File: src/rtl/lxfr_pkg.sv
`timescale 1ns / 1ps
// ----------------------------------------------------------------------------
// lxfr_pkg
// Shared types and constants of the lagged XOR feedback random generator.
// ----------------------------------------------------------------------------
package lxfr_pkg;

  localparam int TABLE_DEPTH_DEF = 256;
  localparam int TAP_LAG_DEF     = 103;

  localparam int WORD_W   = 16;
  localparam int SEED_W   = 32;
  localparam int SPAN_W   = 17;

  // Column pattern: entries 5k+3 get bit 15-k set, entries 5k+4 get it cleared (k < 16).
  localparam int          PATTERN_STRIDE = 5;
  localparam int          PATTERN_SET    = 3;
  localparam int          PATTERN_CLR    = 4;
  localparam int          COL_COUNT      = 16;
  localparam logic [15:0] TOP_BIT        = 16'h8000;

  typedef enum logic {
    ACT_RESEED = 1'b0,
    ACT_DRAW   = 1'b1
  } action_t;

  typedef enum logic [2:0] {
    ST_CLEAR,
    ST_IDLE,
    ST_FILL,
    ST_READ,
    ST_DATA
  } st_t;

  typedef struct packed {
    logic load;         // input transfer taken this cycle
    logic sweep_start;  // reseed transfer taken, restart the fill sequence
    logic sweep_en;     // one table entry written by the sweep this cycle
    logic sweep_zero;   // sweep writes zeros (clearing pass after reset)
    logic commit;       // draw result written back and presented
  } ctl_t;

endpackage

File: src/rtl/lxfr_draw.sv
`timescale 1ns / 1ps
// ----------------------------------------------------------------------------
// lxfr_draw
// Read position, tap address, XOR write-back word, range scaling and the
// result register.
// ----------------------------------------------------------------------------
module lxfr_draw #(
  parameter int TABLE_DEPTH = lxfr_pkg::TABLE_DEPTH_DEF,
  parameter int TAP_LAG     = lxfr_pkg::TAP_LAG_DEF
) (
  input  logic                           clk,
  input  logic                           rst,
  input  lxfr_pkg::ctl_t                 ctl,
  input  logic [lxfr_pkg::WORD_W-1:0]    range_low,
  input  logic [lxfr_pkg::WORD_W-1:0]    range_high,
  input  logic [lxfr_pkg::WORD_W-1:0]    pos_data,
  input  logic [lxfr_pkg::WORD_W-1:0]    tap_data,
  output logic [$clog2(TABLE_DEPTH)-1:0] pos,
  output logic [$clog2(TABLE_DEPTH)-1:0] tap,
  output logic [lxfr_pkg::WORD_W-1:0]    raw,
  output logic                           out_free,
  output logic                           m_tvalid,
  input  logic                           m_tready,
  output logic [2*lxfr_pkg::WORD_W-1:0]  m_tdata
);

  import lxfr_pkg::*;

  localparam int AW      = $clog2(TABLE_DEPTH);
  localparam int LAG_MOD = TAP_LAG % TABLE_DEPTH;

  logic [AW:0]               tap_sum;
  logic [WORD_W-1:0]         low;
  logic signed [SPAN_W-1:0]  span;
  logic signed [2*SPAN_W-2:0] prod;
  logic [WORD_W-1:0]         ranged;
  logic                      m_tvalid_next;

  assign tap_sum = {1'b0, pos} + (AW+1)'(LAG_MOD);
  assign tap     = (tap_sum >= (AW+1)'(TABLE_DEPTH)) ?
                   AW'(tap_sum - (AW+1)'(TABLE_DEPTH)) : tap_sum[AW-1:0];

  assign raw = pos_data ^ tap_data;

  // Bits 30..15 of the product are the low half of its arithmetic shift by 15.
  assign prod   = $signed({1'b0, raw[WORD_W-2:0]}) * span;
  assign ranged = prod[2*WORD_W-2:WORD_W-1] + low;

  assign out_free      = !m_tvalid || m_tready;
  assign m_tvalid_next = ctl.commit || (m_tvalid && !m_tready);

  always_ff @(posedge clk) begin
    if (rst) begin
      pos      <= '0;
      m_tvalid <= 1'b0;
    end else begin
      m_tvalid <= m_tvalid_next;
      if (ctl.commit) begin
        pos <= (pos == AW'(TABLE_DEPTH - 1)) ? '0 : pos + 1'b1;
      end
    end
  end

  always_ff @(posedge clk) begin
    if (ctl.load) begin
      low  <= range_low;
      span <= $signed({1'b0, range_high}) - $signed({1'b0, range_low});
    end
    if (ctl.commit) begin
      m_tdata <= {ranged, raw};
    end
  end

endmodule

File: config.mk
export PLATFORM = sky130hd
export DESIGN_NAME = lxfr_draw
export DESIGN_NICKNAME = d
export VERILOG_FILES = /design/src/rtl/lxfr_pkg.sv /design/src/rtl/lxfr_draw.sv
export SDC_FILE = /design/constraint.sdc
export NUM_CORES = 1
export LEC_CHECK = 0
export ABC_CLOCK_PERIOD_IN_PS = 10000
export BUFFER_PORTS_ARGS = -buffer_cell sky130_fd_sc_hd__buf_2
export CORE_MARGIN = 1
export CORE_UTILIZATION = 30
export DETAILED_ROUTE_END_ITERATION = 12
export SLEW_MARGIN = 0
export SYNTH_ARGS = -nofsm -noshare
export SYNTH_HDL_FRONTEND = slang
export SYNTH_SLANG_ARGS = --single-unit
File: constraint.sdc
create_clock -name clk -period 10 [get_ports clk]
set_input_delay 2 -clock clk [delete_from_list [all_inputs] [get_ports clk]]
set_output_delay 2 -clock clk [all_outputs]
set_load 0.05 [all_outputs]
# == Yosys cells after proc, flatten, opt, wreduce, memory -nomap -nowiden ==
# Cells that the tools add are included.
# totals
regBits,74
inputBits,72
out_inout_bits,66
elab_cells,21
# op_classes
add_sub_neg,5
mul,1
order_cmp,1
n_eq_ne,1
n_mux,2
n_bitwise,1
reduce_logical,5
# op_table
op,n
multiplier 16 x 17 -> 31 bit,1
subtractor 16 x 16 -> 17 bit,1
adder 16 bit,1
2-to-1 mux 8 bit,2
XOR 16 bit,1
adder 8 x 7 -> 9 bit (second input constant),1
>= comparator 9 bit (second input constant),1
adder 8 x 1 -> 8 bit (second input constant),1
equality test 8 bit (second input constant),1
subtractor 8 x 1 -> 8 bit (second input constant),1
logical NOT 1 bit,2
logical OR 1 bit,2
logical AND 1 bit,1

# == Depth between registers and ports, before layout ==
# logic_depth
ltp_word,3
depth_mapped,36
ltp_nobuf,35

# == Worst setup path before layout ==
# No wires, ideal clock.
# synth_timing
path_type,input port to flip-flop
from,input port tap_data[1] (netlist name)
to,register m_tdata[31] (netlist name) (data pin)
setup_time_ps,260
t_arrival_ps,9400
required_time_ps,9740
path_slack_ps,340
stages,30
path_buffers,1
cell_sequence,xor2_1 > clkbuf_1 > nand2_1 > fa_1 > fa_1 > fa_1 > fa_1 > inv_1 > fa_1 > inv_1 > fa_1 > inv_1 > ha_1 > o211ai_1 > nor2_1 > nor4_2 > o211ai_2 > o31ai_1 > nor2_1 > o21a_1 > nor3_1 > nor2_1 > ha_1 > a21o_1 > a31oi_1 > o21ai_0 > o221ai_1 > o21ai_0 > xnor2_1 > xnor2_1
# synth_between
elab_chain_cells,3
# synth_lines
element,line,rtl
start: declaration,lxfr_draw.sv:17,"input logic [lxfr_pkg::WORD_W-1:0] tap_data,"
XOR 16 bit,lxfr_draw.sv:43,assign raw = pos_data ^ tap_data;
via raw (one bit),lxfr_draw.sv:20,"output logic [lxfr_pkg::WORD_W-1:0] raw,"
multiplier 16 x 17 -> 31 bit,lxfr_draw.sv:46,"assign prod = $signed({1'b0, raw[WORD_W-2:0]}) * span;"
adder 16 bit,lxfr_draw.sv:47,assign ranged = prod[2*WORD_W-2:WORD_W-1] + low;
via ranged[15],lxfr_draw.sv:36,logic [WORD_W-1:0] ranged;
end signal: assignment,lxfr_draw.sv:70,"m_tdata <= {ranged, raw};"
end: declaration,lxfr_draw.sv:24,output logic [2*lxfr_pkg::WORD_W-1:0] m_tdata
# The timed path passes the listed nets, and every way through them passes these cells.
# A chain may end at the register's enable or synchronous reset.

# == Final worst setup path ==
# layout_timing
from,input port tap_data[11] (netlist name)
to,register m_tdata[30] (netlist name) (data pin)
# layout_between
elab_chain_cells,3
# layout_lines
element,line
XOR 16 bit,lxfr_draw.sv:43
multiplier 16 x 17 -> 31 bit,lxfr_draw.sv:46
adder 16 bit,lxfr_draw.sv:47
via ranged[14],lxfr_draw.sv:36
# The timed path passes the listed nets, and every way through them passes these cells.

==> results.ini <==
[routing]
drc=0
vias_per_cell=4.43
wl_per_cell_um=14.9
antenna_left=0
wirelength_mm=30.9
drt-pass1-iter-count=4
vias=9207
drtIter0Drc=371

[worst_setup_path]
critPathKind=input pin to flip-flop
crit_slowest_cell=fa_1
slowest_delay_ns=0.56
cp_data_arrival_time_ns=9.60
cp.required_ns=10.23
end_kind=flip-flop
crit_top_cell=fa_1
critical_path.max_fanout=8
critPathLaunchType=input pin

[yosys]
synth_top_area_share_pct=38.0
yosysMostFrequentCell=inv_1
dominantRegCellSynth=edfxtp_1
ys_ff_latch=74
synth_edf_count=65
synth_cells=1353
ys_types=50
yosys_warnings=0
syn-num-nets=1785
avgSynthCellArea_um2=9.65
ys_top_cells_by_count=339 x inv_1, 248 x fa_1, 161 x nand2_1, 115 x and2_1, 112 x ha_1
ys_async_sr_fraction_pct=0
yosysTopAreaCell=fa_1
synth_area_um2=13100
synth.area.top_cells=fa_1 38%, edfxtp_1 15%, ha_1 11%
ys_seq_area_share_pct=16.3

[die]
pin_count=138
fp.dieW_um=211
start_util_pct=30.4
die-area_um2=44400
chipHeight_um=211
rows=76
core-area_um2=43000

[grt]
grt_max_degree=34
gr-total-overflow=0
grtUsageTotal_pct=14.9
grt_first_pass_wirelength_mm=51.7
grt_pass1_vias=10041
antenna_found_initial=0

[clock_tree]
cts-buffers-inserted=9
path_clk_slew_ns=0.07
cts_tree=done
h-tree-depth=3
cts_root_buffer=clkbuf_16
cts_buffer_depth=2
post-cts-setup-buffer-count=0
clkSinkCount=74
clock_latency_ns=0.36

[sta]
hold_slack_ns=0.494
min_period_ns=9.38
setup_violations=0
tns_ns=0
worstMarginPinSlew_ns=0.810
skew_ns=0.0108
slew_headroom_pct=46.0
max_freq_mhz=107
fin_crit_sh_pct=93.8
slew_viol_final=0
rsz0062_at_grt=no
hold_viol_final=0

[layout]
num-fill-cells=4380
area_delta_synth_final_pct=15.3
drive_gt1_share_pct=13.1
fin_nets=1921

[flow_run]
drv_cap=0

[hold_path]
hp-class=flip-flop to flip-flop

[placement]
port_buffers=134
gp_congestion=0.796
dp_hpwl_mm=24.9

[outcome]
status=completed

==> repair_timing <==
| action | CTS | global route |
|---|---|---|
| resized for setup | 0 | 2 |
| hold buffers | 0 | 0 |
| setup endpoints to repair | 0 | 2 |
| hold endpoints to repair | 0 | 0 |
==> registers in the layout (all words and copies together), names as in the netlist <==
signal and cells:
low 16, m_tdata 32, m_tvalid 1, pos 8
span 17
==> layout by cell type, fill, tap and decap left out, types with 21 or more instances in the layout <==
master | netlist | layout
fa_1 | 248 | 248
nor2_1 | 40 | 40
ha_1 | 112 | 112
edfxtp_1 | 65 | 65
a21oi_1 | 21 | 21
buf_2 | 0 | 134
inv_1 | 339 | 339
nand2_1 | 161 | 161
xnor2_1 | 45 | 45
xor2_1 | 33 | 26
o21ai_0 | 24 | 24
and2_1 | 115 | 115
==> cell families after synthesis <==
group           after synthesis  share of synthesized area [%]
buf+inv                     376                           10.8
simple gates                371                           13.9
fa+ha+maj                   360                           48.7
compound gates               93                           4.97
xor+xnor                     78                           5.23
flops                        74                           16.3
mux                           1                         0.0766
==> routing by layer <==
layer  vias up  routed length [um]  GRT usage, %
met5         -                   0             0
met4         0                 413          3.25
met3        24                 972          1.40
met2       180               15900          26.7
met1      4668               13700          19.4
li1       4335                   -             -
==> worst paths after layout <==
kind / depth (start not counted) / slack (ns) / end / startpoint
max: 30 / 0.62 / m_tdata[30]$_DFFE_PP_ / tap_data[11]
min: 2 / 0.49 / m_tvalid$_SDFF_PP0_ / m_tvalid$_SDFF_PP0_
max reg2reg: 30 / 1.87 / m_tdata[30]$_DFFE_PP_ / span[6]$_DFFE_PP_
min reg2reg: 2 / 0.49 / m_tvalid$_SDFF_PP0_ / m_tvalid$_SDFF_PP0_
==> worst max-delay path: cells and delay by family <==
kind                     cells  cell delay (ns)
adder cells (fa/ha/maj)      8             3.81
AO/OA/AOI/OAI                9             1.80
AND/OR/NAND/NOR              6             1.05
buffers and inverters        5             0.48
XOR/XNOR                     2             0.47
==> layout make-up <==
| class | count | area, um^2 | share of cell area, % |
|---|---|---|---|
| inverter | 339 | 1270 | 8.45 |
| clock buffer | 10 | 229 | 1.52 |
| tap | 585 | 732 | 4.86 |
| timing repair buffer | 162 | 1010 | 6.68 |
| antenna | 1 | 2.50 | 0.0166 |
| clock inverter | 6 | 113 | 0.748 |
| multi-input combinational | 903 | 9580 | 63.6 |
| sequential | 74 | 2130 | 14.2 |
==> through the flow <==
step | area, um^2 | utilization (%) | std cells | worst slack [ns]
4_1_cts | 15000 | 35.0 | 2079 | 0.478
6_report | 15100 | 35.0 | 2080 | 0.624
5_1_grt | 15100 | 35.0 | 2079 | 0.0657
2_1_floorplan | 13100 | - | 1353 | 0.340
3_3_place_gp | 14700 | 34.2 | 2063 | 0.121
3_5_place_dp | 14700 | 34.2 | 2063 | 0.100
Power is not shown: default switching activity piles up to over one toggle a cycle in this logic, so the estimate is an artifact.
