## src/rtl/lxfr_pkg.sv

```systemverilog
`timescale 1ns / 1ps
// ----------------------------------------------------------------------------
// lxfr_pkg
// Shared types and constants of the lagged XOR feedback random generator.
// ----------------------------------------------------------------------------
package lxfr_pkg;

  localparam int TABLE_DEPTH_DEF = 256;
  localparam int TAP_LAG_DEF     = 103;

  localparam int WORD_W   = 16;
  localparam int SEED_W   = 32;
  localparam int SPAN_W   = 17;

  // Column pattern: entries 5k+3 get bit 15-k set, entries 5k+4 get it cleared (k < 16).
  localparam int          PATTERN_STRIDE = 5;
  localparam int          PATTERN_SET    = 3;
  localparam int          PATTERN_CLR    = 4;
  localparam int          COL_COUNT      = 16;
  localparam logic [15:0] TOP_BIT        = 16'h8000;

  typedef enum logic {
    ACT_RESEED = 1'b0,
    ACT_DRAW   = 1'b1
  } action_t;

  typedef enum logic [2:0] {
    ST_CLEAR,
    ST_IDLE,
    ST_FILL,
    ST_READ,
    ST_DATA
  } st_t;

  typedef struct packed {
    logic load;         // input transfer taken this cycle
    logic sweep_start;  // reseed transfer taken, restart the fill sequence
    logic sweep_en;     // one table entry written by the sweep this cycle
    logic sweep_zero;   // sweep writes zeros (clearing pass after reset)
    logic commit;       // draw result written back and presented
  } ctl_t;

endpackage

```

## src/rtl/lxfr_ctrl.sv

```systemverilog
`timescale 1ns / 1ps
// ----------------------------------------------------------------------------
// lxfr_ctrl
// Sequencer: clearing pass, reseed sweep and the draw (read state, then data state).
// ----------------------------------------------------------------------------
module lxfr_ctrl (
  input  logic           clk,
  input  logic           rst,
  input  logic           s_tvalid,
  input  logic           action,
  input  logic           sweep_last,
  input  logic           out_free,
  output logic           s_tready,
  output lxfr_pkg::ctl_t ctl
);

  import lxfr_pkg::*;

  st_t  state;
  st_t  state_next;
  logic accept;

  assign accept = s_tvalid && s_tready;

  always_ff @(posedge clk) begin
    if (rst) begin
      state <= ST_CLEAR;
    end else begin
      state <= state_next;
    end
  end

  always_comb begin
    state_next = state;
    case (state)
      ST_CLEAR, ST_FILL: begin
        if (sweep_last) begin
          state_next = ST_IDLE;
        end
      end
      ST_IDLE: begin
        if (accept) begin
          state_next = (action == ACT_DRAW) ? ST_READ : ST_FILL;
        end
      end
      ST_READ: begin
        state_next = ST_DATA;
      end
      ST_DATA: begin
        if (out_free) begin
          if (accept) begin
            state_next = (action == ACT_DRAW) ? ST_READ : ST_FILL;
          end else begin
            state_next = ST_IDLE;
          end
        end
      end
      default: begin
        state_next = ST_IDLE;
      end
    endcase
  end

  // A new item may be taken in the cycle in which the previous draw commits,
  // since its table reads only start in the following cycle.
  always_comb begin
    s_tready        = 1'b0;
    ctl             = '0;
    case (state)
      ST_CLEAR: begin
        ctl.sweep_en   = 1'b1;
        ctl.sweep_zero = 1'b1;
      end
      ST_FILL: begin
        ctl.sweep_en = 1'b1;
      end
      ST_IDLE: begin
        s_tready = 1'b1;
      end
      ST_DATA: begin
        s_tready   = out_free;
        ctl.commit = out_free;
      end
      default: begin
        s_tready = 1'b0;
      end
    endcase
    ctl.load        = s_tvalid && s_tready;
    ctl.sweep_start = s_tvalid && s_tready && (action == ACT_RESEED);
  end

endmodule

```

## config.mk

```make
export PLATFORM = sky130hd
export DESIGN_NAME = lxfr_ctrl
export DESIGN_NICKNAME = d
export VERILOG_FILES = /design/src/rtl/lxfr_pkg.sv /design/src/rtl/lxfr_ctrl.sv
export SDC_FILE = /design/constraint.sdc
export NUM_CORES = 1
export LEC_CHECK = 0
export ABC_AREA = 1
export BUFFER_PORTS_ARGS = -buffer_cell sky130_fd_sc_hd__buf_4
export CORE_AREA = 2 2 39 41
export CTS_BUF_LIST = sky130_fd_sc_hd__clkbuf_16
export DETAILED_ROUTE_END_ITERATION = 8
export DIE_AREA = 0 0 41 43
export PLACE_DENSITY = 0.4
export SETUP_SLACK_MARGIN = 0.1
export SYNTH_ARGS = -nofsm -noshare
export SYNTH_HDL_FRONTEND = slang
export SYNTH_SLANG_ARGS = --single-unit
export TNS_END_PERCENT = 100
```

## constraint.sdc

```tcl
create_clock -name clk -period 1.65 [get_ports clk]
set_clock_uncertainty 0.2 [all_clocks]
set_input_delay 0.33 -clock clk [delete_from_list [all_inputs] [get_ports clk]]
set_output_delay 0.33 -clock clk [all_outputs]
set_load 0.1 [all_outputs]
```

# [Word-level counts from Yosys, hierarchy flattened]
# Cells that the tools add are included.
[totals] elab_cells=24 reg_bits=3 output_inout_bits=6
[op_classes] n_eq_ne=7 n_mux=10 reduce_logical=5 bitwise_logic=1
[op_table] cell="$pmux W3 S4" n=1
[op_table] cell="$mux W3" n=3
[op_table] cell="$eq A3 B2 Y1 const B" n=2
[op_table] cell="$mux W1" n=4
[op_table] cell="$ne A2 B2 Y1 const B" n=2
[op_table] cell="$eq A3 B1 Y1 const B" n=1
[op_table] cell="$eq A3 B3 Y1 const B" n=1
[op_table] cell="$logic_not A3 Y1" n=1
[op_table] cell="$reduce_and A3 Y1" n=1
[op_table] cell="$logic_and A1 B1 Y1" n=2
[op_table] cell="$mux W2" n=1
[op_table] cell="$ne A2 B1 Y1 const B" n=1
[op_table] cell="$pmux W1 S2" n=1
[op_table] cell="$reduce_or A2 Y1" n=1
[op_table] cell="$not A1 Y1" n=1

# [Longest topological paths before layout]
# Gate-level depths: netlist (run 1).
[depth] ltp_word=6 depth_mapped=7 ltp_nobuf=7

# [Least setup slack after synthesis (run 1)]
# OpenSTA, ideal clock, no wires.
[synth_timing] kind="register to output" startpoint="reg state[2]" endpoint="out ctl[1] (netlist bit)" slack_ns=-1.324 t_arrival_ns=2.444 n_path_buf=0 stages_incl_launch_ff=2 cell_sequence="dfxtp_1 > nor3_1"
[synth_lines] item="start, declared" line_no="lxfr_ctrl.sv:19" text="st_t state;"
[synth_lines] item="start signal, assigned" line_no="lxfr_ctrl.sv:29" text="state <= state_next;"
[synth_lines] item="end, declared" line_no="lxfr_ctrl.sv:14" text="output lxfr_pkg::ctl_t ctl"

==> metrics.cfg, run 1 <==
[drt]
wirelength_um=713
drc=0
vias_per_cell=3.845
dr.pass1.iters=2
wl_per_cell_um=8.488
drtIter0Drc=2
vias=323
postRouteAntennaNets=0

[timing]
rsz0062_at_grt=true
clock.fmax_ghz=0.5715
tightest_slew_ns=0.1682
tns_ns=-0.2968
max_slew_margin=0.8875
post-route-min-period_ns=1.750
finalHoldViolCount=0
hold_ws_ns=0.06530
setup_slack_ns=-0.09984
drv_slew=0
finalCritPeriodShare=1.061
finalSetupViolCount=4

[global_route]
grt.total_usage=0.1052
antenna_found_initial=0
grt_max_degree=5
grt_pass1_wl_mm=1.221
grt_pass1_vias=326
grt_remaining_overflow=0

[cts]
cts_max_level=1
cts_tree=done
cts_made_buffers=3
clk_latency_ns=0.22
clkTransAtPathRegs_ns=0.03
cts.path.max_buffers=2
postCtsHoldBufs=0
cts_root_buf=clkbuf_16
clock_sinks=3

[synthesis]
yosys_warnings=0
synth_fa_ha_area_frac=0
synth_cell_types=13
synth_xor_area_frac=0
synthCells=40
syn_nets=46
synth_top_family_by_area=simple AND/OR/NAND/NOR gates
synth-compound-area-share=0.08780
synth-seq-area-share=0.2341
synthMuxAreaShare=0
syn_avg_cell_area_sq_um=6.412
synthSimpleGateAreaFrac=0.4878
syn-cell-area_sq_um=256.5
synth-seq-cells=3

[critical_path]
worst_ep_required_time_ns=1.12
path_max_fanout=4
path_common_cell=nand3_4
crit_path_start_kind=flop
critPathSlowestCell=dfxtp_4
critPathLaunch=state[1]
worstPathArrival_ns=1.22
max_stage_delay_ns=0.35
endpoint=ctl[3]
r2r_end=state[0]
reg2reg_from=state[2]
path_cells=nor2_4 -> nand3_4 -> nand2_8 -> nand3_4 -> clkinvlp_4 -> buf_12
path_class=flop to output port
cp.depth=6
cp_top_family=simple AND/OR/NAND/NOR gates
critPathCaptureType=output port
r2r_cells=8
r2r_slack_ns=0.22
critPathBufInv=2

[finish]
largest_reg_flops=3
area_growth_pct=172.2
stdcell_area_sq_um=698.2
top_regs=state x3
layout.nets=75
drive_above_1_share=0.7206
antennaDiodeCount=0
regMostFlops=state
finish.utilization=0.5045

[power_and_ir_drop]
ir_drop_mv=0.4867
total_leakage_power_uw=0.0003341
power_uw=756.9
power_density_nw_per_um2=1084

[floorplanning]
dieArea_sq_um=1763
core_area_sq_um=1384
chipWidth_um=41
chipHeight_um=43
initial_utilization=0.1854
io-pin-count=12
rows=14

[placement]
post-dp-hpwl_um=576.8
gp_congestion=0.7129
place_area_sq_um=469.2
port_buffers=11

[hold_path]
min_path_type=input pin to flop

[run_status]
status=complete, but fails checks
violations=setup timing

[flow_run]
maxCapViolCount=0

[cells in the mapped netlist (all sizes together)]
cell type / n / area share
nand3: 6 / 0.16
inv: 11 / 0.16
nand2: 10 / 0.20
nor2: 4 / 0.088
nor3: 1 / 0.019
buf: 1 / 0.029
nand3b: 1 / 0.029
a21oi: 3 / 0.088
dfxtp: 3 / 0.23
[layout by cell type, fill, tap and decap left out]
master	instances
nor2_1	1
nand2_8	1
nor3_4	1
a21oi_1	1
nand3_4	2
inv_1	8
clkinvlp_4	1
inv_2	3
nand2_1	5
nand2_4	1
nand3_1	3
buf_4	17
nor2_4	3
nand3_2	1
nand2_2	3
a21oi_2	2
buf_12	6
buf_6	2
clkbuf_16	3
dfxtp_4	3
nand3b_1	1
[where the power goes]
| part | leakage, uW | switching [uW] | internal, uW | total [uW] |
|---|---|---|---|---|
| Clock | 0.0000423 | 66.9 | 313 | 380 |
| Sequential | 0.0000267 | 8.10 | 76.6 | 84.7 |
| Combinational | 0.000265 | 166 | 127 | 293 |
| Total | 0.000334 | 241 | 516 | 757 |
[cell type report]
type                       count  area [sq um]
sequential                     3         71.32
clock inverter                 1         3.754
clock buffer                   3         75.07
fill                         140         685.7
inverter                      11         45.04
timing repair buffer          25         270.3
multi-input combinational     25         212.7
tap                           16         20.02
[kinds of logic after synthesis]
group,count (synthesis)
AND/OR/NAND/NOR,22
flip-flops,3
buffers and inverters,12
AO/OA/AOI/OAI,3
[routing by layer]
metal	vias up	GRT usage	routed length (um)
li1	174	-	-
met1	142	0.1182	293
met2	7	0.1656	397
met3	0	0.01571	23
met4	0	0.08000	0
met5	-	0	0
[metrics by stage]
step | instances | setup WS, ns
after floorplan | 40 | -0.1841
after global placement | 75 | 0.01174
after detailed placement | 75 | 0.01046
after CTS | 82 | -0.1026
after global routing | 84 | -0.1511
final | 84 | -0.09984
[worst min path at each step]
stage | start | end | cells after the start
after floorplan | rst | state[1] | 1
after global placement | rst | state[1] | 2
after detailed placement | rst | state[1] | 2
after CTS | rst | state[1] | 2
after global routing | rst | state[1] | 2
final | rst | state[1] | 2
[what timing repair did]
item	4_1_cts	5_1_grt
endpoints found under the hold margin	0	0
setup endpoints to repair	6	6
resized for setup	25	4
setup buffers	3	2
pin swaps	3	4
Note: power is estimated with default switching activity, not from simulation.
==> run 2, diff against run 1 <==
--- a/config.mk
+++ b/config.mk
@@ -5,13 +5,12 @@
 export SDC_FILE = /design/constraint.sdc
 export NUM_CORES = 1
 export LEC_CHECK = 0
-export ABC_AREA = 1
-export BUFFER_PORTS_ARGS = -buffer_cell sky130_fd_sc_hd__buf_4
 export CORE_AREA = 2 2 39 41
 export CTS_BUF_LIST = sky130_fd_sc_hd__clkbuf_16
 export DETAILED_ROUTE_END_ITERATION = 8
 export DIE_AREA = 0 0 41 43
-export PLACE_DENSITY = 0.4
+export DONT_BUFFER_PORTS = 1
+export PLACE_DENSITY = 0.33
 export SETUP_SLACK_MARGIN = 0.1
 export SYNTH_ARGS = -nofsm -noshare
 export SYNTH_HDL_FRONTEND = slang
==> run 2 against run 1 <==
The run still ends with setup timing left. Die area stayed put. Critical path depth is 1 lower. Synthesized area increased by 4.4%. Core utilization is 3.8 points lower. Non-clock buffer count decreased by 7. Hold slack better by 0.026 ns. Register-to-register slack got worse by 0.03 ns. Global-route usage up 1.9 points. Power down 1.7%. Critical endpoint unchanged. Highest routed layer is now met4.
==> metrics.cfg, run 2 <==
[run_status]
status=complete, but fails checks  ; unchanged
violations=setup timing  ; unchanged

[finish]
drive_above_1_share=0.7000  ; was 0.7206
antennaDiodeCount=0  ; unchanged
layout.nets=57  ; was 75
area_growth_pct=141.1  ; was 172.2%
multi_input_area_sq_um=252.7  ; was 212.7 sq um
final_cells=66  ; was 84
top_regs=state x3  ; unchanged
fillCellCount=132  ; was 140
final_common_cell=buf_4  ; unchanged
largest_reg_flops=3  ; unchanged
layout_common_cells=buf_4, buf_12, nor2_4, clkbuf_16, buf_6  ; was buf_4, inv_1, buf_12, nand2_1
stdcell_area_sq_um=645.6  ; was 698.2 sq um
seq_area_sq_um=66.31  ; was 71.32 sq um
regMostFlops=state  ; unchanged

[placement]
placedCellCount=55  ; was 75
place_area_sq_um=476.7  ; was 469.2 sq um
gp_congestion=0.8195  ; was 0.7129
post-dp-hpwl_um=587.1  ; was 576.8 um
port_buffers=0  ; was 11

[cts]
clk_latency_ns=0.23  ; was 0.22 ns
cts_root_buf=clkbuf_16  ; unchanged
cts_tree=done  ; unchanged
cts_made_buffers=3  ; unchanged
cts_max_level=1  ; unchanged
clock_sinks=3  ; unchanged
clkTransAtPathRegs_ns=0.03  ; about the same
cts.path.max_buffers=2  ; unchanged

[floorplanning]
io-pin-count=12  ; unchanged
initial_utilization=0.1935  ; was 0.1854
rows=14  ; unchanged
chipWidth_um=41  ; unchanged
core_area_sq_um=1384  ; unchanged
chipHeight_um=43  ; unchanged
dieArea_sq_um=1763  ; unchanged

[critical_path]
path_max_fanout=3  ; was 4
path_class=flop to output port  ; unchanged
r2r_cells=4  ; was 8
critPathSlowestCell=dfxtp_2  ; was dfxtp_4
critPathBufInv=2  ; unchanged
worst_ep_required_time_ns=1.12  ; about the same
path_cells=buf_6 -> nor2b_4 -> a21oi_4 -> nor3_4 -> buf_12  ; was nor2_4 -> nand3_4 -> nand2_8 -> nand3_4 -> clkinvlp_4 -> buf_12
critPathCaptureType=output port  ; unchanged
cp_top_family=simple AND/OR/NAND/NOR gates  ; unchanged
max_stage_delay_ns=0.32  ; was 0.35 ns
worstPathArrival_ns=1.26  ; was 1.22 ns
cp.depth=5  ; was 6
crit_path_start_kind=flop  ; unchanged

[timing]
setup_slack_ns=-0.1405  ; was -0.09984 ns
post-route-min-period_ns=1.791  ; was 1.750 ns
drv_slew=0  ; unchanged
rsz0062_at_grt=true  ; unchanged
finalCritPeriodShare=1.085  ; was 1.061
hold_ws_ns=0.09101  ; was 0.06530 ns
max_slew_margin=0.8269  ; was 0.8875
finalSetupViolCount=5  ; was 4
tightest_slew_ns=0.2586  ; was 0.1682 ns
clock.fmax_ghz=0.5585  ; was 0.5715 GHz
finalHoldViolCount=0  ; unchanged

[synthesis]
synth-seq-cells=3  ; unchanged
synth-seq-area-share=0.2243  ; was 0.2341
synth_edf_count=0  ; unchanged
async_reset_ff_frac=0  ; unchanged
synthCells=32  ; was 40
netlist_top_cells_area=dfxtp_1, buf_6, nor2b_1  ; was dfxtp_1, inv_1, nand2_2
syn_avg_cell_area_sq_um=8.367  ; was 6.412 sq um
syn-cell-area_sq_um=267.8  ; was 256.5 sq um
syn_nets=38  ; was 46
synth.largest_area_cell=dfxtp_1  ; unchanged
synth_cell_types=21  ; was 13
ys.flop_type=dfxtp_1  ; unchanged
yosys_warnings=0  ; unchanged
netlist.area_leader.share=0.2243  ; was 0.2341
netlist_top_cells_count=dfxtp_1, nor2_1, nor2b_1, nor3_1  ; was inv_1, nand2_1, nand2_2, nand3_1

[power_and_ir_drop]
ir_drop_mv=0.4106  ; was 0.4867 mV
power_density_nw_per_um2=1153  ; was 1084 nW/um^2
p_int_uw=504.7  ; was 516.2 uW
total_leakage_power_uw=0.0002559  ; was 0.0003341 uW
pwr-share-clk=0.517  ; was 0.501
swShare=0.3220  ; was 0.3180
switchingPower_uw=239.6  ; was 240.7 uW
power.share.sequential=0.119  ; was 0.112
power_uw=744.3  ; was 756.9 uW
p_comb_frac=0.365  ; was 0.387

[drt]
wirelength_um=814  ; was 713 um
vias=308  ; was 323
vias_per_cell=4.667  ; was 3.845
wl_per_cell_um=12.33  ; was 8.488 um
dr.pass1.iters=1  ; was 2
drc=0  ; unchanged
postRouteAntennaNets=0  ; unchanged
drtIter0Drc=0  ; was 2

[global_route]
grt_pass1_wl_mm=1.407  ; was 1.221 mm
antenna_found_initial=0  ; unchanged
grt_pass1_vias=340  ; was 326
grt_max_degree=7  ; was 5
grt.total_usage=0.1244  ; was 0.1052
grt_remaining_overflow=0  ; unchanged

[hold_path]
min_path_type=input pin to flop  ; unchanged
hold_depth=2  ; unchanged

[flow_run]
maxCapViolCount=0  ; unchanged

-- run 2: cell types whose count changed in the layout (fill, tap and decap cells not counted), moves of 3 or more --
cell,change
buf_4,-9
nand3_1,-3
inv_2,-3
inv_1,-6
nand2_1,-4
nand2_2,-3
-- run 2: path summary, 6_finish.rpt --
path                            startpoint       end  slack [ns]
worst max-delay path              state[2]    ctl[3]       -0.14
worst min-delay path              s_tvalid  state[1]        0.09
worst max register to register    state[0]  state[1]        0.19
worst min register to register    state[1]  state[0]        0.46
-- run 2: layout make-up --
cell class / count / area share
clock inverters: 1 / 0.005814
well taps: 16 / 0.03101
clock buffers: 3 / 0.1163
multi-input cells: 24 / 0.3915
inverters: 1 / 0.005814
flip-flops and latches: 3 / 0.1027
repair buffers: 18 / 0.3469
-- run 2: power by group through the flow --
stage	Clock [uW]	Combinational [uW]	Sequential [uW]
3_5_place_dp	0	247	88.3
3_3_place_gp	0	247	88.0
4_1_cts	394	264	88.9
2_1_floorplan	0	184	81.6
6_report	384	272	88.3
5_1_grt	401	282	89.6
-- run 2: cells by family after synthesis --
logic type,share of synthesized area
buf+inv,0.1448
compound gates,0.1449
flops,0.2243
simple gates,0.4859
-- run 2: per-layer routing --
layer / up-vias / share of wire / GRT usage
li1: 151 / - / -
met1: 148 / 0.34 / 0.1314
met5: - / 0 / 0
met4: 0 / 0.038 / 0.1400
met3: 3 / 0.038 / 0.04188
met2: 6 / 0.59 / 0.1688
-- run 2: worst reg2reg max path, stage by stage (launching register included) --
cell and delay, ns:
dfxtp_4 0.35, buf_6 0.13, buf_4 0.15, or3_1 0.38, a31oi_1 0.17
-- run 2: repair_timing --
action | CTS | global route
gates cloned | 0 | 0
hold buffers | 1 | 0
pin swaps | 3 | 4
setup endpoints to repair | 6 | 7
gates resized for setup | 7 | 2
setup buffers | 3 | 3
endpoints found under the hold margin | 3 | 0
-- run 2: metrics by stage --
stage	worst slack (ns)	setup TNS [ns]	utilization
after floorplan	-0.3805	-0.8443	-
after global placement	0.03702	0	0.3445
after detailed placement	0.02966	0	0.3445
after CTS	-0.1469	-0.2582	0.4439
after global routing	-0.1960	-0.5742	0.4665
final	-0.1405	-0.3448	0.4665
==> run 3, diff against run 2 <==
--- a/config.mk
+++ b/config.mk
@@ -10,7 +10,6 @@
 export DETAILED_ROUTE_END_ITERATION = 8
 export DIE_AREA = 0 0 41 43
 export DONT_BUFFER_PORTS = 1
-export PLACE_DENSITY = 0.33
 export SETUP_SLACK_MARGIN = 0.1
 export SYNTH_ARGS = -nofsm -noshare
 export SYNTH_HDL_FRONTEND = slang
==> run 3 against run 2 <==
The flow still finishes with violations (setup timing). Sequential power fell by 1%. Sequential share of layout area grew 1.0 points. Fmax grew 1.9%. Final area is 5.6% lower. Final cell count decreased by 6.1%. Highest routed layer unchanged.
==> metrics.cfg, run 3 (synthesis results as in run 2) <==
[drt]
vias_per_cell=4.823  ; was 4.667
wirelength_um=827  ; was 814 um
wl_met2_um=400  ; was 477 um
vias=299  ; was 308
dr.pass1.iters=4  ; was 1
drt-met1-wl_um=323  ; was 273 um
drc=0  ; unchanged
dr.max_layer_used=met4  ; unchanged
drtIter0Drc=6  ; was 0
wl_met3_um=86  ; was 31 um
postRouteAntennaNets=0  ; unchanged
wl_per_cell_um=13.34  ; was 12.33 um

[finish]
regMostFlops=state  ; unchanged
drive_above_1_share=0.6739  ; was 0.7000
final_cells=62  ; was 66
stdcell_area_sq_um=609.3  ; was 645.6 sq um
layout.nets=53  ; was 57
largest_reg_flops=3  ; unchanged
layout_common_cells=buf_12, buf_4, clkbuf_16  ; was buf_4, buf_12, nor2_4, clkbuf_16, buf_6
fillCellCount=128  ; was 132
area_growth_pct=127.6  ; was 141.1%
final_common_cell=buf_12  ; was buf_4
top_regs=state x3  ; unchanged
antennaDiodeCount=0  ; unchanged

[critical_path]
path_class=flop to output port  ; unchanged
worst_ep_required_time_ns=1.12  ; about the same
critPathCaptureType=output port  ; unchanged
worstPathArrival_ns=1.23  ; was 1.26 ns
crit_path_start_kind=flop  ; unchanged
path_max_fanout=4  ; was 3

[floorplanning]
chipHeight_um=43  ; unchanged
core_area_sq_um=1384  ; unchanged
io-pin-count=12  ; unchanged
rows=14  ; unchanged
dieArea_sq_um=1763  ; unchanged
initial_utilization=0.1935  ; unchanged
chipWidth_um=41  ; unchanged

[run_status]
status=complete, but fails checks  ; unchanged
violations=setup timing  ; unchanged

[placement]
place_area_sq_um=469.2  ; was 476.7 sq um
port_buffers=0  ; unchanged
placedCellCount=54  ; was 55
gp_congestion=0.7924  ; was 0.8195

[power_and_ir_drop]
power_uw=726.5  ; was 744.3 uW
total_leakage_power_uw=0.0002338  ; was 0.0002559 uW
ir_drop_mv=0.7114  ; was 0.4106 mV
power_density_nw_per_um2=1192  ; was 1153 nW/um^2

[global_route]
grt_remaining_overflow=0  ; unchanged
grt_pass1_vias=314  ; was 340
antenna_found_initial=0  ; unchanged
grt_pass1_wl_mm=1.407  ; unchanged
grt.total_usage=0.1215  ; was 0.1244
grt_max_degree=7  ; unchanged

[cts]
cts.path.max_buffers=2  ; unchanged
cts_made_buffers=3  ; unchanged
clkTransAtPathRegs_ns=0.03  ; about the same
cts_root_buf=clkbuf_16  ; unchanged
cts_tree=done  ; unchanged
clock_sinks=3  ; unchanged
cts_max_level=1  ; unchanged
clk_latency_ns=0.22  ; was 0.23 ns

[timing]
finalSetupViolCount=4  ; was 5
setup_slack_ns=-0.1080  ; was -0.1405 ns
finalHoldViolCount=0  ; unchanged
finalCritPeriodShare=1.065  ; was 1.085
post-route-min-period_ns=1.758  ; was 1.791 ns
tightest_slew_ns=0.2528  ; was 0.2586 ns
hold_ws_ns=0.09864  ; was 0.09101 ns
drv_slew=0  ; unchanged
max_slew_margin=0.8302  ; was 0.8269
clock.fmax_ghz=0.5688  ; was 0.5585 GHz
tns_ns=-0.1518  ; was -0.3448 ns
rsz0062_at_grt=true  ; unchanged

[hold_path]
min_path_type=input pin to flop  ; unchanged

[flow_run]
maxCapViolCount=0  ; unchanged

==> run 3: timing repair <==
item / CTS / global route
pin swaps: 6 / 3
setup endpoints to repair: 6 / 7
hold buffers: 1 / 0
buffers inserted: 4 / 0
resized for setup: 8 / 1
endpoints found under the hold margin: 3 / 0
==> run 3: path summary, 6_finish.rpt <==
kind | from | endpoint | cells after the start | slack [ns]
worst max register to register | state[0] | state[2] | 5 | 0.24
worst min register to register | state[1] | state[1] | 2 | 0.39
worst min-delay path | s_tvalid | state[1] | 2 | 0.1
worst max-delay path | state[0] | ctl[3] | 4 | -0.11
==> run 3: report_power, final <==
part           switching (uW)  total (uW)  internal (uW)
sequential               8.79        87.0           78.2
combinational             157         261            104
clock                    65.7         378            312
total                     232         726            495
==> run 3: cell type report <==
type | instances | area [sq um] | area share
Sequential cell | 3 | 68.82 | 0.1129
Timing Repair Buffer | 14 | 190.2 | 0.3121
Inverter | 1 | 3.754 | 0.006160
Tap cell | 16 | 20.02 | 0.03285
Multi-Input combinational cell | 24 | 247.7 | 0.4066
Clock inverter | 1 | 3.754 | 0.006160
Clock buffer | 3 | 75.07 | 0.1232
==> run 3: through the flow <==
| step | util | worst slack [ns] |
|---|---|---|
| finish | 0.4403 | -0.1080 |
| global route | 0.4403 | -0.1542 |
| CTS | 0.4467 | -0.1268 |
| detailed placement | 0.3391 | 0.05867 |
| global placement | 0.3391 | 0.07299 |
| floorplan | - | -0.3805 |
==> run 3: per-layer routing <==
| layer | GRT usage | vias up |
|---|---|---|
| met2 | 0.1656 | 12 |
| li1 | - | 143 |
| met1 | 0.1511 | 142 |
| met4 | 0.06000 | 0 |
| met5 | 0 | - |
| met3 | 0.06283 | 2 |
==> run 3: worst max-delay path, cell delays in order (launching register included) <==
cell and delay, ns:
dfxtp_4 0.36, nor2b_4 0.17, a21oi_4 0.06, nor3_4 0.21, buf_12 0.20
